$ cat src/rtl/ptev_pkg.sv
// Shared types, widths and helpers for the polynomial trajectory evaluator.
// Used by the coefficient store, the multiply-accumulate unit, the sequencer and the top level.
`default_nettype none
package ptev_pkg;

  localparam int COEFF_W    = 32;
  localparam int TVAL_W     = 24;
  localparam int TIME_W     = 23;
  localparam int ACC_W      = 48;
  localparam int ORDER_W    = 3;
  localparam int DIM_W      = 2;
  localparam int WEIGHT_W   = 6;
  localparam int WC_W       = COEFF_W + WEIGHT_W + 1;
  localparam int HALF_W     = 24;
  localparam int PROD_W     = HALF_W + TIME_W;
  localparam int FULL_W     = PROD_W + HALF_W;
  localparam int FRAC_W     = 16;
  localparam int P_W        = FULL_W - FRAC_W;
  localparam int SUM_W      = P_W + 2;
  localparam int NUM_CHAINS = 3;
  localparam int CFG_IDX_W  = 2;
  localparam int CFG_DATA_W = 3;

  localparam logic [FULL_W-1:0] ROUND_HALF = FULL_W'(1) << (FRAC_W - 1);

  localparam logic [CFG_IDX_W-1:0] CFG_ORDER = 2'd0;
  localparam logic [CFG_IDX_W-1:0] CFG_DIMS  = 2'd1;

  localparam logic [ORDER_W-1:0] ORDER_RESET = 3'd5;
  localparam logic [DIM_W-1:0]   DIMS_RESET  = 2'd3;

  typedef enum logic {
    OP_WRITE = 1'b0,
    OP_EVAL  = 1'b1
  } op_t;

  typedef enum logic [1:0] {
    CH_POS = 2'd0,
    CH_VEL = 2'd1,
    CH_ACC = 2'd2
  } chain_t;

  typedef enum logic [1:0] {
    ST_IDLE  = 2'd0,
    ST_STEP  = 2'd1,
    ST_DRAIN = 2'd2
  } state_t;

  typedef logic signed [ACC_W-1:0] q48_t;

  typedef struct packed {
    logic                valid;
    logic                load;
    chain_t              chain;
    logic [WEIGHT_W-1:0] weight;
  } issue_t;

  typedef struct packed {
    logic             valid;
    logic             last;
    logic [DIM_W-1:0] dim;
  } emit_t;

  // Derivative weight of coefficient j: 1, j, or j(j-1).
  function automatic logic [WEIGHT_W-1:0] deriv_weight(input logic [ORDER_W-1:0] j,
                                                       input chain_t chain);
    logic [WEIGHT_W-1:0] jw;
    logic [WEIGHT_W-1:0] w;
    jw = WEIGHT_W'(j);
    unique case (chain)
      CH_POS: w = WEIGHT_W'(1);
      CH_VEL: w = jw;
      CH_ACC: w = (j == '0) ? '0 : WEIGHT_W'(jw * (jw - WEIGHT_W'(1)));
      default: w = '0;
    endcase
    return w;
  endfunction

endpackage
`default_nettype wire

$ cat src/rtl/ptev_store.sv
// Coefficient store: synchronous memory with a registered read and per-entry valid bits.
// An entry that was never written since reset reads as zero. Depends on ptev_pkg.
`default_nettype none
module ptev_store #(
  parameter int DEPTH = 18,
  parameter int AW    = 5
) (
  input  logic                               clk,
  input  logic                               rst,
  input  logic                               wr_en,
  input  logic [AW-1:0]                      wr_addr,
  input  logic signed [ptev_pkg::COEFF_W-1:0] wr_data,
  input  logic [AW-1:0]                      rd_addr,
  output logic signed [ptev_pkg::COEFF_W-1:0] rd_data
);
  import ptev_pkg::*;

  logic signed [COEFF_W-1:0] mem [DEPTH];
  logic [DEPTH-1:0]          valid;
  logic signed [COEFF_W-1:0] rd_q;
  logic                      rd_valid_q;

  always_ff @(posedge clk) begin
    if (wr_en) begin
      mem[wr_addr] <= wr_data;
    end
    rd_q <= mem[rd_addr];
  end

  always_ff @(posedge clk) begin
    if (rst) begin
      valid      <= '0;
      rd_valid_q <= 1'b0;
    end else begin
      if (wr_en) begin
        valid[wr_addr] <= 1'b1;
      end
      rd_valid_q <= valid[rd_addr];
    end
  end

  assign rd_data = rd_valid_q ? rd_q : '0;

endmodule
`default_nettype wire

$ cat src/rtl/ptev_mac.sv
// Shared Horner multiply-accumulate pipeline with one accumulator per derivative chain.
// Computes acc = sat(round(acc * t) + w * c), acc zero on a load. Depends on ptev_pkg.
`default_nettype none
module ptev_mac (
  input  logic                                clk,
  input  logic                                rst,
  input  ptev_pkg::issue_t                    issue,
  input  logic signed [ptev_pkg::COEFF_W-1:0] coeff,
  input  logic [ptev_pkg::TIME_W-1:0]         t_val,
  output ptev_pkg::q48_t                      acc [ptev_pkg::NUM_CHAINS]
);
  import ptev_pkg::*;

  logic signed [ACC_W-1:0] src;
  logic [ACC_W-1:0]        mag;
  logic signed [WC_W-1:0]  wc;

  logic                    s1_valid;
  chain_t                  s1_chain;
  logic                    s1_neg;
  logic [HALF_W-1:0]       s1_mag_hi;
  logic [PROD_W-1:0]       s1_lo;
  logic signed [WC_W-1:0]  s1_wc;

  logic                    s2_valid;
  chain_t                  s2_chain;
  logic                    s2_neg;
  logic [PROD_W-1:0]       s2_hi;
  logic [PROD_W-1:0]       s2_lo;
  logic signed [WC_W-1:0]  s2_wc;

  logic [FULL_W-1:0]       full_sum;
  logic                    s3_valid;
  chain_t                  s3_chain;
  logic                    s3_neg;
  logic [P_W-1:0]          s3_p;
  logic signed [WC_W-1:0]  s3_wc;

  logic signed [SUM_W-1:0] sp;
  logic signed [SUM_W-1:0] total;
  logic signed [ACC_W-1:0] sat_val;

  always_comb begin
    src = issue.load ? '0 : acc[issue.chain];
    mag = src[ACC_W-1] ? ACC_W'(-src) : ACC_W'(src);
    wc  = WC_W'(coeff) * $signed(WC_W'({1'b0, issue.weight}));
  end

  always_ff @(posedge clk) begin
    s1_chain  <= issue.chain;
    s1_neg    <= src[ACC_W-1];
    s1_mag_hi <= mag[ACC_W-1:HALF_W];
    s1_lo     <= PROD_W'(mag[HALF_W-1:0]) * PROD_W'(t_val);
    s1_wc     <= wc;

    s2_chain  <= s1_chain;
    s2_neg    <= s1_neg;
    s2_hi     <= PROD_W'(s1_mag_hi) * PROD_W'(t_val);
    s2_lo     <= s1_lo;
    s2_wc     <= s1_wc;

    s3_chain  <= s2_chain;
    s3_neg    <= s2_neg;
    s3_p      <= full_sum[FULL_W-1:FRAC_W];
    s3_wc     <= s2_wc;
  end

  always_ff @(posedge clk) begin
    if (rst) begin
      s1_valid <= 1'b0;
      s2_valid <= 1'b0;
      s3_valid <= 1'b0;
    end else begin
      s1_valid <= issue.valid;
      s2_valid <= s1_valid;
      s3_valid <= s2_valid;
    end
  end

  assign full_sum = {s2_hi, HALF_W'(0)} + FULL_W'(s2_lo) + ROUND_HALF;

  always_comb begin
    sp    = s3_neg ? -$signed({2'b00, s3_p}) : $signed({2'b00, s3_p});
    total = sp + {{(SUM_W-WC_W){s3_wc[WC_W-1]}}, s3_wc};
    if (total[SUM_W-1:ACC_W-1] == '0 || total[SUM_W-1:ACC_W-1] == '1) begin
      sat_val = total[ACC_W-1:0];
    end else if (total[SUM_W-1]) begin
      sat_val = {1'b1, {(ACC_W-1){1'b0}}};
    end else begin
      sat_val = {1'b0, {(ACC_W-1){1'b1}}};
    end
  end

  always_ff @(posedge clk) begin
    if (s3_valid) begin
      acc[s3_chain] <= sat_val;
    end
  end

endmodule
`default_nettype wire

$ cat src/rtl/ptev_ctrl.sv
// Sequencer for evaluation: walks dimensions and Horner steps in phase slots.
// Drives coefficient reads, multiply-accumulate issues and result capture. Depends on ptev_pkg.
`default_nettype none
module ptev_ctrl (
  input  logic                          clk,
  input  logic                          rst,
  input  logic                          go,
  input  logic [ptev_pkg::ORDER_W-1:0]  n_eff,
  input  logic [ptev_pkg::DIM_W-1:0]    dims_eff,
  output logic                          busy,
  output logic [ptev_pkg::ORDER_W-1:0]  step,
  output logic [ptev_pkg::DIM_W-1:0]    dim,
  output ptev_pkg::issue_t              issue,
  output ptev_pkg::emit_t               emit
);
  import ptev_pkg::*;

  localparam logic [1:0] PH_LAST = 2'd3;

  state_t     state;
  state_t     state_next;
  logic [1:0] ph;
  logic       last_dim;

  assign last_dim = (dim == dims_eff - DIM_W'(1));

  always_comb begin
    state_next = state;
    unique case (state)
      ST_IDLE: begin
        if (go) state_next = ST_STEP;
      end
      ST_STEP: begin
        if (ph == PH_LAST && step == '0) state_next = ST_DRAIN;
      end
      ST_DRAIN: begin
        if (ph == PH_LAST) state_next = last_dim ? ST_IDLE : ST_STEP;
      end
      default: state_next = ST_IDLE;
    endcase
  end

  always_ff @(posedge clk) begin
    if (rst) begin
      state <= ST_IDLE;
      ph    <= '0;
      step  <= '0;
      dim   <= '0;
    end else begin
      state <= state_next;
      unique case (state)
        ST_IDLE: begin
          if (go) begin
            ph   <= '0;
            step <= n_eff;
            dim  <= '0;
          end
        end
        ST_STEP: begin
          ph <= ph + 2'd1;
          if (ph == PH_LAST && step != '0) step <= step - ORDER_W'(1);
        end
        ST_DRAIN: begin
          ph <= ph + 2'd1;
          if (ph == PH_LAST) begin
            step <= n_eff;
            dim  <= dim + DIM_W'(1);
          end
        end
        default: ph <= '0;
      endcase
    end
  end

  always_comb begin
    busy         = (state != ST_IDLE);
    issue.valid  = 1'b0;
    issue.load   = (step == n_eff);
    issue.chain  = CH_POS;
    emit.valid   = 1'b0;
    emit.last    = last_dim;
    emit.dim     = dim;
    unique case (state)
      ST_STEP: begin
        unique case (ph)
          2'd1: begin
            issue.chain = CH_POS;
            issue.valid = 1'b1;
          end
          2'd2: begin
            issue.chain = CH_VEL;
            issue.valid = issue.load || step >= ORDER_W'(1);
          end
          2'd3: begin
            issue.chain = CH_ACC;
            issue.valid = issue.load || step >= ORDER_W'(2);
          end
          default: issue.valid = 1'b0;
        endcase
      end
      ST_DRAIN: begin
        emit.valid = (ph == PH_LAST);
      end
      default: emit.valid = 1'b0;
    endcase
    issue.weight = deriv_weight(step, issue.chain);
  end

endmodule
`default_nettype wire

$ cat src/rtl/polynomial_trajectory_evaluator_core.sv
// Polynomial trajectory evaluator: position, velocity and acceleration by Horner's rule.
// Each Horner step of an evaluate is a slot of the shared multiply-accumulate pipeline.
// Negative time gives its error result in the next cycle. Synchronous reset marks every
// coefficient unwritten (reads zero), order 5, dimensions 3.
`default_nettype none
module polynomial_trajectory_evaluator_core #(
  parameter int MAX_COEFFS = 6,
  parameter int MAX_DIMS   = 3
) (
  input  logic                                   clk,
  input  logic                                   rst,
  input  logic                                   start,
  output logic                                   busy,
  input  logic                                   operation,
  input  logic [ptev_pkg::ORDER_W-1:0]           coeff_index,
  input  logic [ptev_pkg::DIM_W-1:0]             dim_index,
  input  logic signed [ptev_pkg::COEFF_W-1:0]    coeff_value,
  input  logic signed [ptev_pkg::TVAL_W-1:0]     time_value,
  input  logic                                   cfg_valid,
  output logic                                   cfg_ready,
  input  logic [ptev_pkg::CFG_IDX_W-1:0]         cfg_index,
  input  logic [ptev_pkg::CFG_DATA_W-1:0]        cfg_data,
  output logic                                   result_strobe,
  output logic [ptev_pkg::DIM_W-1:0]             out_dim,
  output logic signed [ptev_pkg::ACC_W-1:0]      position,
  output logic signed [ptev_pkg::ACC_W-1:0]      velocity,
  output logic signed [ptev_pkg::ACC_W-1:0]      acceleration,
  output logic                                   status,
  output logic                                   last
);
  import ptev_pkg::*;

  localparam int DEPTH = MAX_COEFFS * MAX_DIMS;
  localparam int AW    = (DEPTH > 1) ? $clog2(DEPTH) : 1;

  logic [ORDER_W-1:0]        order_in_use;
  logic [DIM_W-1:0]          dims_in_use;
  logic [ORDER_W-1:0]        n_eff;
  logic [DIM_W-1:0]          dims_eff;
  logic                      accept;
  logic                      is_eval;
  logic                      go;
  logic                      err;
  logic                      wr_en;
  logic [AW-1:0]             wr_addr;
  logic [AW-1:0]             rd_addr;
  logic signed [COEFF_W-1:0] rd_data;
  logic [TIME_W-1:0]         t_hold;
  logic [ORDER_W-1:0]        step;
  logic [DIM_W-1:0]          dim;
  issue_t                    issue;
  emit_t                     emit;
  q48_t                      acc [NUM_CHAINS];

  assign cfg_ready = 1'b1;

  always_ff @(posedge clk) begin
    if (rst) begin
      order_in_use <= ORDER_RESET;
      dims_in_use  <= DIMS_RESET;
    end else if (cfg_valid && cfg_ready) begin
      if (cfg_index == CFG_ORDER) begin
        order_in_use <= cfg_data[ORDER_W-1:0];
      end else if (cfg_index == CFG_DIMS) begin
        dims_in_use <= cfg_data[DIM_W-1:0];
      end
    end
  end

  always_comb begin
    n_eff = (int'(order_in_use) > MAX_COEFFS - 1) ? ORDER_W'(MAX_COEFFS - 1) : order_in_use;
    if (dims_in_use == '0) begin
      dims_eff = DIM_W'(1);
    end else if (int'(dims_in_use) > MAX_DIMS) begin
      dims_eff = DIM_W'(MAX_DIMS);
    end else begin
      dims_eff = dims_in_use;
    end
  end

  assign accept  = start && !busy;
  assign is_eval = (operation == OP_EVAL);
  assign go      = accept && is_eval && !time_value[TVAL_W-1];
  assign err     = accept && is_eval && time_value[TVAL_W-1];
  assign wr_en   = accept && !is_eval && int'(coeff_index) < MAX_COEFFS
                   && int'(dim_index) < MAX_DIMS;
  assign wr_addr = AW'(int'(coeff_index) * MAX_DIMS + int'(dim_index));
  assign rd_addr = AW'(int'(step) * MAX_DIMS + int'(dim));

  always_ff @(posedge clk) begin
    if (go) begin
      t_hold <= time_value[TIME_W-1:0];
    end
  end

  ptev_store #(
    .DEPTH(DEPTH),
    .AW   (AW)
  ) u_store (
    .clk    (clk),
    .rst    (rst),
    .wr_en  (wr_en),
    .wr_addr(wr_addr),
    .wr_data(coeff_value),
    .rd_addr(rd_addr),
    .rd_data(rd_data)
  );

  ptev_ctrl u_ctrl (
    .clk     (clk),
    .rst     (rst),
    .go      (go),
    .n_eff   (n_eff),
    .dims_eff(dims_eff),
    .busy    (busy),
    .step    (step),
    .dim     (dim),
    .issue   (issue),
    .emit    (emit)
  );

  ptev_mac u_mac (
    .clk  (clk),
    .rst  (rst),
    .issue(issue),
    .coeff(rd_data),
    .t_val(t_hold),
    .acc  (acc)
  );

  always_ff @(posedge clk) begin
    if (rst) begin
      result_strobe <= 1'b0;
    end else begin
      result_strobe <= emit.valid || err;
    end
  end

  always_ff @(posedge clk) begin
    if (emit.valid) begin
      out_dim      <= emit.dim;
      position     <= acc[CH_POS];
      velocity     <= acc[CH_VEL];
      acceleration <= acc[CH_ACC];
      status       <= 1'b0;
      last         <= emit.last;
    end else if (err) begin
      out_dim      <= '0;
      position     <= '0;
      velocity     <= '0;
      acceleration <= '0;
      status       <= 1'b1;
      last         <= 1'b1;
    end
  end

  a_err_is_last: assert property (@(posedge clk) disable iff (rst)
    result_strobe && status |-> last)
    else $error("error beat without last");

  a_err_when_idle: assert property (@(posedge clk) disable iff (rst)
    result_strobe && status |-> !busy)
    else $error("error beat during an evaluation");

  a_busy_from_eval: assert property (@(posedge clk) disable iff (rst)
    $rose(busy) |-> $past(start && operation == OP_EVAL && !time_value[TVAL_W-1]))
    else $error("busy rose without an accepted evaluate");

  a_ok_after_busy: assert property (@(posedge clk) disable iff (rst)
    result_strobe && !status |-> $past(busy))
    else $error("result beat outside an evaluation");

endmodule
`default_nettype wire

$ cat config.mk
export PLATFORM = sky130hd
export DESIGN_NAME = polynomial_trajectory_evaluator_core
export DESIGN_NICKNAME = d
export VERILOG_FILES = /design/src/rtl/ptev_pkg.sv /design/src/rtl/ptev_store.sv /design/src/rtl/ptev_mac.sv /design/src/rtl/ptev_ctrl.sv /design/src/rtl/polynomial_trajectory_evaluator_core.sv
export SDC_FILE = /design/constraint.sdc
export NUM_CORES = 2
export LEC_CHECK = 0
export BUFFER_PORTS_ARGS = -buffer_cell sky130_fd_sc_hd__buf_2
export CORE_ASPECT_RATIO = 1.4
export CORE_MARGIN = 3
export CORE_UTILIZATION = 23
export CTS_CLUSTER_SIZE = 20
export DETAILED_ROUTE_END_ITERATION = 16
export GPL_ROUTABILITY_DRIVEN = 0
export PLACE_DENSITY = 0.34
export SLEW_MARGIN = 20
export SYNTH_ARGS = -nofsm -noshare
export SYNTH_HDL_FRONTEND = slang
export SYNTH_SLANG_ARGS = --single-unit
$ cat constraint.sdc
create_clock -name clk -period 11.9 [get_ports clk]
set_input_delay 1.785 -clock clk [delete_from_list [all_inputs] [get_ports clk]]
set_output_delay 1.785 -clock clk [all_outputs]
set_load 0.005 [all_outputs]
Yosys cells after proc, flatten, opt, wreduce, memory -nomap -nowiden --
Memories as Yosys holds them, arrays and structs flattened. A register that Yosys moved wholly into a read port is not among the register bits. Cells that the tools add are included.
Word-level totals: flip-flop bits (word level) 698, bits in latches 0, memory bits (writable) 576, ROM bits 0, input port bits 71, output and inout port bits 151, word-level logic and storage cells 170, memories 1
Operators by class: add/sub/neg operators 12, $mul 6, div/mod/pow operators 0, magnitude comparators 11, equal/unequal tests 15, shift operators 0, multiplexer cells 47, bitwise operators 5, reductions and logical operators 36
Memory list:
- u_store.mem | words 18, bits a word 32, rd ports 1, clocked after Yosys merged registers in 1, wr ports 1, line ptev_store.sv:18 | logic signed [COEFF_W-1:0] mem [DEPTH];
Operator list (count):
- $mux W48 | 10
- $bwmux W144 | 1
- $bmux W48 S2 | 1
- $demux W48 S2 | 1
- $mul A24 B23 Y47 | 2
- $add A71 B16 Y71 const B | 1
- $add A71 B47 Y71 | 1
- $add A57 B57 Y57 | 1
- $mux W57 | 1
- $neg A55 Y57 | 1
- $neg A48 Y48 | 1
- $mux W47 | 1
- $mul A32 B7 Y39 | 1
- $mux W32 | 1
- $mux W2 | 9
- $or A18 B18 Y18 | 1
- $pmux W6 S3 | 1
- $lt A5 B6 Y1 const B | 2
- $mux W3 | 4
- $pmux W2 S2 | 3
- $logic_and A1 B1 Y1 | 11
- $add A5 B2 Y5 | 2
- $eq A10 B10 Y1 const B | 1
- $logic_not A10 Y1 | 1
- other kinds (39) | 73

Depth between registers and ports, before layout --
word-level depth 11, mapped depth 43, mapped depth without buffers 38

By module --
A second synthesis with hierarchy kept.
Unflattened totals: cell total of the unflattened synthesis 8360, area, all modules 93179.4 sq um
Modules (own cells, without submodules):
- ptev_mac | instances 1, cells each 6603, area an instance 61475.2 sq um, sequential area each 10710.3 sq um
- ptev_store | instances 1, cells each 1224, area an instance 23767.8 sq um, sequential area each 18317.6 sq um
- polynomial_trajectory_evaluator_core | instances 1, cells each 404, area an instance 6840.3 sq um, sequential area each 5245.0 sq um
- ptev_ctrl | instances 1, cells each 129, area an instance 1096.1 sq um, sequential area each 180.2 sq um

Least setup slack after synthesis --
No wires, ideal clock.
kind flip-flop to flip-flop, start reg u_ctrl.step[0] in the netlist's numbering, end reg u_mac.s1_lo[44], setup time 0.072 ns, arrival 9.821 ns, data required time 11.828 ns, path slack 2.007 ns, cell stages (with the launch flop) 41, path buffers 6, period minus slack after synthesis 9.893 ns, path through dfxtp_1 > clkbuf_1 > xnor2_1 > o31ai_1 > clkbuf_1 > clkbuf_1 > buf_1 > nor2_1 > clkbuf_1 > inv_1 > ha_1 > o2111ai_1 > nand2b_1 > nor2_1 > a21oi_1 > xor2_1 > nor2_1 > clkbuf_1 > (+5 left out) > inv_1 > fa_1 > fa_1 > inv_1 > fa_1 > inv_1 > ha_1 > a21o_1 > a21o_1 > a21oi_1 > o21ai_0 > a21oi_1 > o21ai_0 > a211oi_1 > nor3_1 > o31a_1 > nor2_1 > xnor2_1
On the way: word-level cells in the longest chain between the ends 5
RTL lines:
- start, declared | line ptev_ctrl.sv:11 | output logic [ptev_pkg::ORDER_W-1:0] step,
- start signal, assigned | line ptev_ctrl.sv:55 | step <= n_eff;
- start signal, assigned | line ptev_ctrl.sv:61 | if (ph == PH_LAST && step != '0) step <= step - ORDER_W'(1);
- start signal, assigned | line ptev_ctrl.sv:66 | step <= n_eff;
- $eq A3 B3 Y1 (*) | line ptev_ctrl.sv:78 | issue.load = (step == n_eff);
- $mux W48 (*) | line ptev_mac.sv:44 | src = issue.load ? '0 : acc[issue.chain];
- $neg A48 Y48 | line ptev_mac.sv:45 | mag = src[ACC_W-1] ? ACC_W'(-src) : ACC_W'(src);
- $mux W47 (*) | line ptev_mac.sv:45
- $mul A24 B23 Y47 (*) | line ptev_mac.sv:53 | s1_lo <= PROD_W'(mag[HALF_W-1:0]) * PROD_W'(t_val);
- end signal, assigned | line ptev_mac.sv:53
- end, declared | line ptev_mac.sv:22 | logic [PROD_W-1:0] s1_lo;
Mark *: on every way between the ends. The rest lies on a longest branch, timed or not. A chain may end at the register's enable or synchronous reset.

Worst setup path in the final report --
start reg u_ctrl.ph[1], end reg u_mac.s1_lo[46]
On the way: word-level cells in the longest chain between the ends 11, elaborated cells on any way between the ends 12, those cells by class add/sub: 1; mul: 1; eq/ne: 2; mux: 7; bitwise: 1
RTL lines:
- start, declared | line ptev_ctrl.sv:22 | logic [1:0] ph;
- start signal, assigned | line ptev_ctrl.sv:60 | ph <= ph + 2'd1;
- start signal, assigned | line ptev_ctrl.sv:64 | ph <= ph + 2'd1;
- $eq A2 B2 Y1 | line ptev_ctrl.sv:85 | unique case (ph)
- $pmux W2 S2 (*) | line ptev_ctrl.sv:85
- $mux W2 (*) | line ptev_ctrl.sv:83 | unique case (state)
- $not A2 Y3 (not written as such) (*) | line ptev_mac.sv:44
- $bmux W48 S2 (*) | line ptev_mac.sv:44
- $mux W48 (not written as such) (*) (2 in a row) | line ptev_mac.sv:44
- $mux W48 (*) | line ptev_mac.sv:44
- $neg A48 Y48 | line ptev_mac.sv:45
- $mux W47 (*) | line ptev_mac.sv:45
- $mul A24 B23 Y47 (*) | line ptev_mac.sv:53
Mark *: on every way between the ends. The rest lies on a longest branch, timed or not. The select of a mux whose other input is x is not followed.

==> impl_metrics.yaml <==
floorplanning:
  core_um2: 398000
  die_h_um: 754
  die_area_um2: 408000
  ios: 222
  initial_core_util_pct: 23.1
  dieWidth_um: 541
  rows: 274
worst_setup_path:
  arrival_ps: 11780
  ff2ff_path_depth: 36
  crit_slowest_cell: "ha_2"
  cpPeakStageDelay_ps: 610
  crit_buf_inv: 6
  path_common_cell: "fa_1"
  path_max_fanout: 23
  endpoint: "u_mac.s1_lo[46]$_DFF_P_"
  reg2reg_from: "u_ctrl.ph[1]$_SDFFE_PP0P_"
  endpoint_kind: "flip-flop"
  cpLargestDelayFamily: "adder cells"
  path_depth: 36
  reg2reg_slack_ps: 810
  rr_endpoint: "u_mac.s1_lo[46]$_DFF_P_"
  worstSetupPathType: "reg -> reg"
  startpoint: "u_ctrl.ph[1]$_SDFFE_PP0P_"
  startpoint_type: "flip-flop"
  cp.required_ps: 12590
finish:
  nets: 9972
  fill_cells: 41817
  drive_above_1_share_pct: 10.9
  syn2layout_area_growth_pct: 14.3
logic_synthesis:
  syn-mean-instance-area_um2: 11.3
  syn_area_um2: 92000
  synth_top_flop_cell: "edfxtp_1"
  yosysUniqueCellTypes: 85
  syn_inst: 8160
  yosys_warnings: 0
  async_reset_ff_share_pct: 0
  ys_ff_latch: 1276
  synth_edf_count: 890
  synth-seq-area-share_pct: 37.5
sta:
  rsz0062_at_grt: "no"
  hold_viol_final: 0
  setup_viol: 0
  finalCritPeriodShare_pct: 93.2
  min_period_ps: 11090
  tightest_slew_ps: 1190
  fmax_mhz: 90.2
  finClkSkew_ps: 58.2
  relSlewSlack_pct: 20.1
  setup_tns_ps: 0
  layout_setup_ws_ps: 808
  finalMaxSlewViolations: 0
global_route:
  grt_max_degree: 110
  overflow: 0
  grt_pass1_vias: 66585
  grt_pass1_wl_um: 470000
  grt_use_total_pct: 15.6
  antenna_found_initial: 29
routing:
  vias: 60159
  wl_per_cell_um: 23.5
  viasPerCell: 4.40
  wirelength_um: 322000
  antenna_left: 0
  drc: 0
  drt_iter0_markers: 2951
  dr.pass1.iters: 5
cts:
  post_cts_buffers: 0
  cts_tree: "yes"
  root_buffer: "clkbuf_16"
  postCtsHoldBufs: 0
  htree_levels: 4
  clk_path_buf_depth: 4
  clk_pin_slew_ps: 60
  clock_latency_ps: 840
  cts_buffers: 154
  clock_sinks: 1276
  cts_resized: 0
placement:
  dp_slack_ps: 727
  io_buffer_count: 220
  place_hpwl_um: 243000
flow_run:
  drv_cap: 0
worst_hold_path:
  holdCritPathClass: "reg -> reg"
outcome:
  status: "complete, no violations"
-- final cells by class --
class                      instances  area [µm²]  share of cell area (%)
antenna                            9        22.5                  0.0214
clock buffer                     175        4020                    3.82
clock inverter                   100        1140                    1.09
inverter                        1154        4330                    4.12
multi-input combinational       5313       52000                    49.5
sequential                      1276       34500                    32.8
tap                             5244        6560                    6.24
timing repair buffer             410        2570                    2.45
-- layer usage --
metal | GRT usage, % | wire, µm | vias to the layer above
met5 | 0 | 76 | -
met4 | 4.99 | 11500 | 12
met1 | 17.8 | 125000 | 31569
met3 | 1.48 | 9030 | 373
met2 | 30.3 | 176000 | 974
li1 | - | - | 27231
-- sequential cells by signal (all words and copies together), names as in the netlist, 3 cells and up --
name             flops
u_mac.acc          144
u_mac.s1_wc         39
position            48
u_mac.s2_wc         39
u_store.rd_q        32
u_mac.s2_hi         47
u_mac.s3_wc         39
u_mac.s2_lo         32
u_mac.s1_lo         32
u_mac.s3_p          55
order_in_use         3
u_ctrl.step          3
t_hold              23
u_mac.s1_mag_hi     24
u_store.mem        576
u_store.valid       18
velocity            48
acceleration        48
-- cells in the final DEF, fill, tap and decap left out, drive strengths merged, types with 27 or more instances in the layout --
master     n
o31ai     32
o21ai    181
and2     433
inv     1164
nand4     35
nand2    914
ha       535
xnor2    204
fa      1057
edfxtp   890
o21a      43
a221oi    27
a21o     124
nor2b     42
nand3    162
clkinv    61
dfxtp    386
xor2      97
buf      410
nor3      47
and3     196
mux2i     42
nand2b    41
a21oi    248
clkbuf   175
nor2     366
or3       27
mux4     165
-- logic make-up (layout without fill, tap and decap cells) --
kind of cell               Yosys count  in the layout  share of synthesized area (%)
and+or+nand+nor                   2347           2347                           12.3
adders and majority gates         1592           1592                           30.3
buffers and inverters             1572           1839                           6.48
DFF                               1276           1276                           37.5
AOI/OAI and AO/OA                  860            860                           6.03
xor gates and xnor gates           302            302                           2.89
muxes                              209            209                           4.52
other                                2             12                        0.00816
-- worst min path at each step --
stage,start,to,cells past startpoint
2_1_floorplan,u_mac.s1_chain[0]$_DFF_P_,u_mac.s2_chain[0]$_DFF_P_,0
3_3_place_gp,u_mac.s2_wc[38]$_DFF_P_,u_mac.s3_wc[38]$_DFF_P_,0
3_5_place_dp,u_mac.s1_lo[42]$_DFF_P_,u_mac.s2_lo[42]$_DFF_P_,0
4_1_cts,u_mac.s2_wc[29]$_DFF_P_,u_mac.s3_wc[29]$_DFF_P_,0
5_1_grt,u_mac.s1_wc[25]$_DFF_P_,u_mac.s2_wc[25]$_DFF_P_,0
6_report,u_mac.s2_wc[29]$_DFF_P_,u_mac.s3_wc[29]$_DFF_P_,0
-- cell usage after synthesis (all sizes together) (181+ instances only) --
master,number,area share (%)
inv,1154,4.7
fa,1057,23
nand2,914,3.7
edfxtp,890,29
ha,535,7.3
and2,433,2.9
dfxtp,386,8.4
clkbuf,382,1.6
nor2,366,1.5
a21oi,248,1.3
xnor2,204,1.9
and3,196,1.3
o21ai,181,0.98
-- stage by stage --
stage	hold WS (ps)	std cells	util [%]	area [µm²]
final	307	13681	26.4	105000
after global routing	320	13674	26.4	105000
after CTS	315	13670	26.4	105000
after detailed placement	312	13395	25.1	99900
after global placement	311	13390	25.1	99800
after floorplan	310	8161	-	92000
-- worst register-to-register path: cells and delay by family (launching register included) --
kind	cells	cell delay, ps
xor+xnor	2	320
buf+inv	6	1010
flops	1	470
compound gates	12	2750
simple gates	7	2140
fa+ha+maj	9	4240
Power is left out: the tool's default activity adds up to more than one toggle a clock period on the data nets, which glitch-free logic cannot reach.
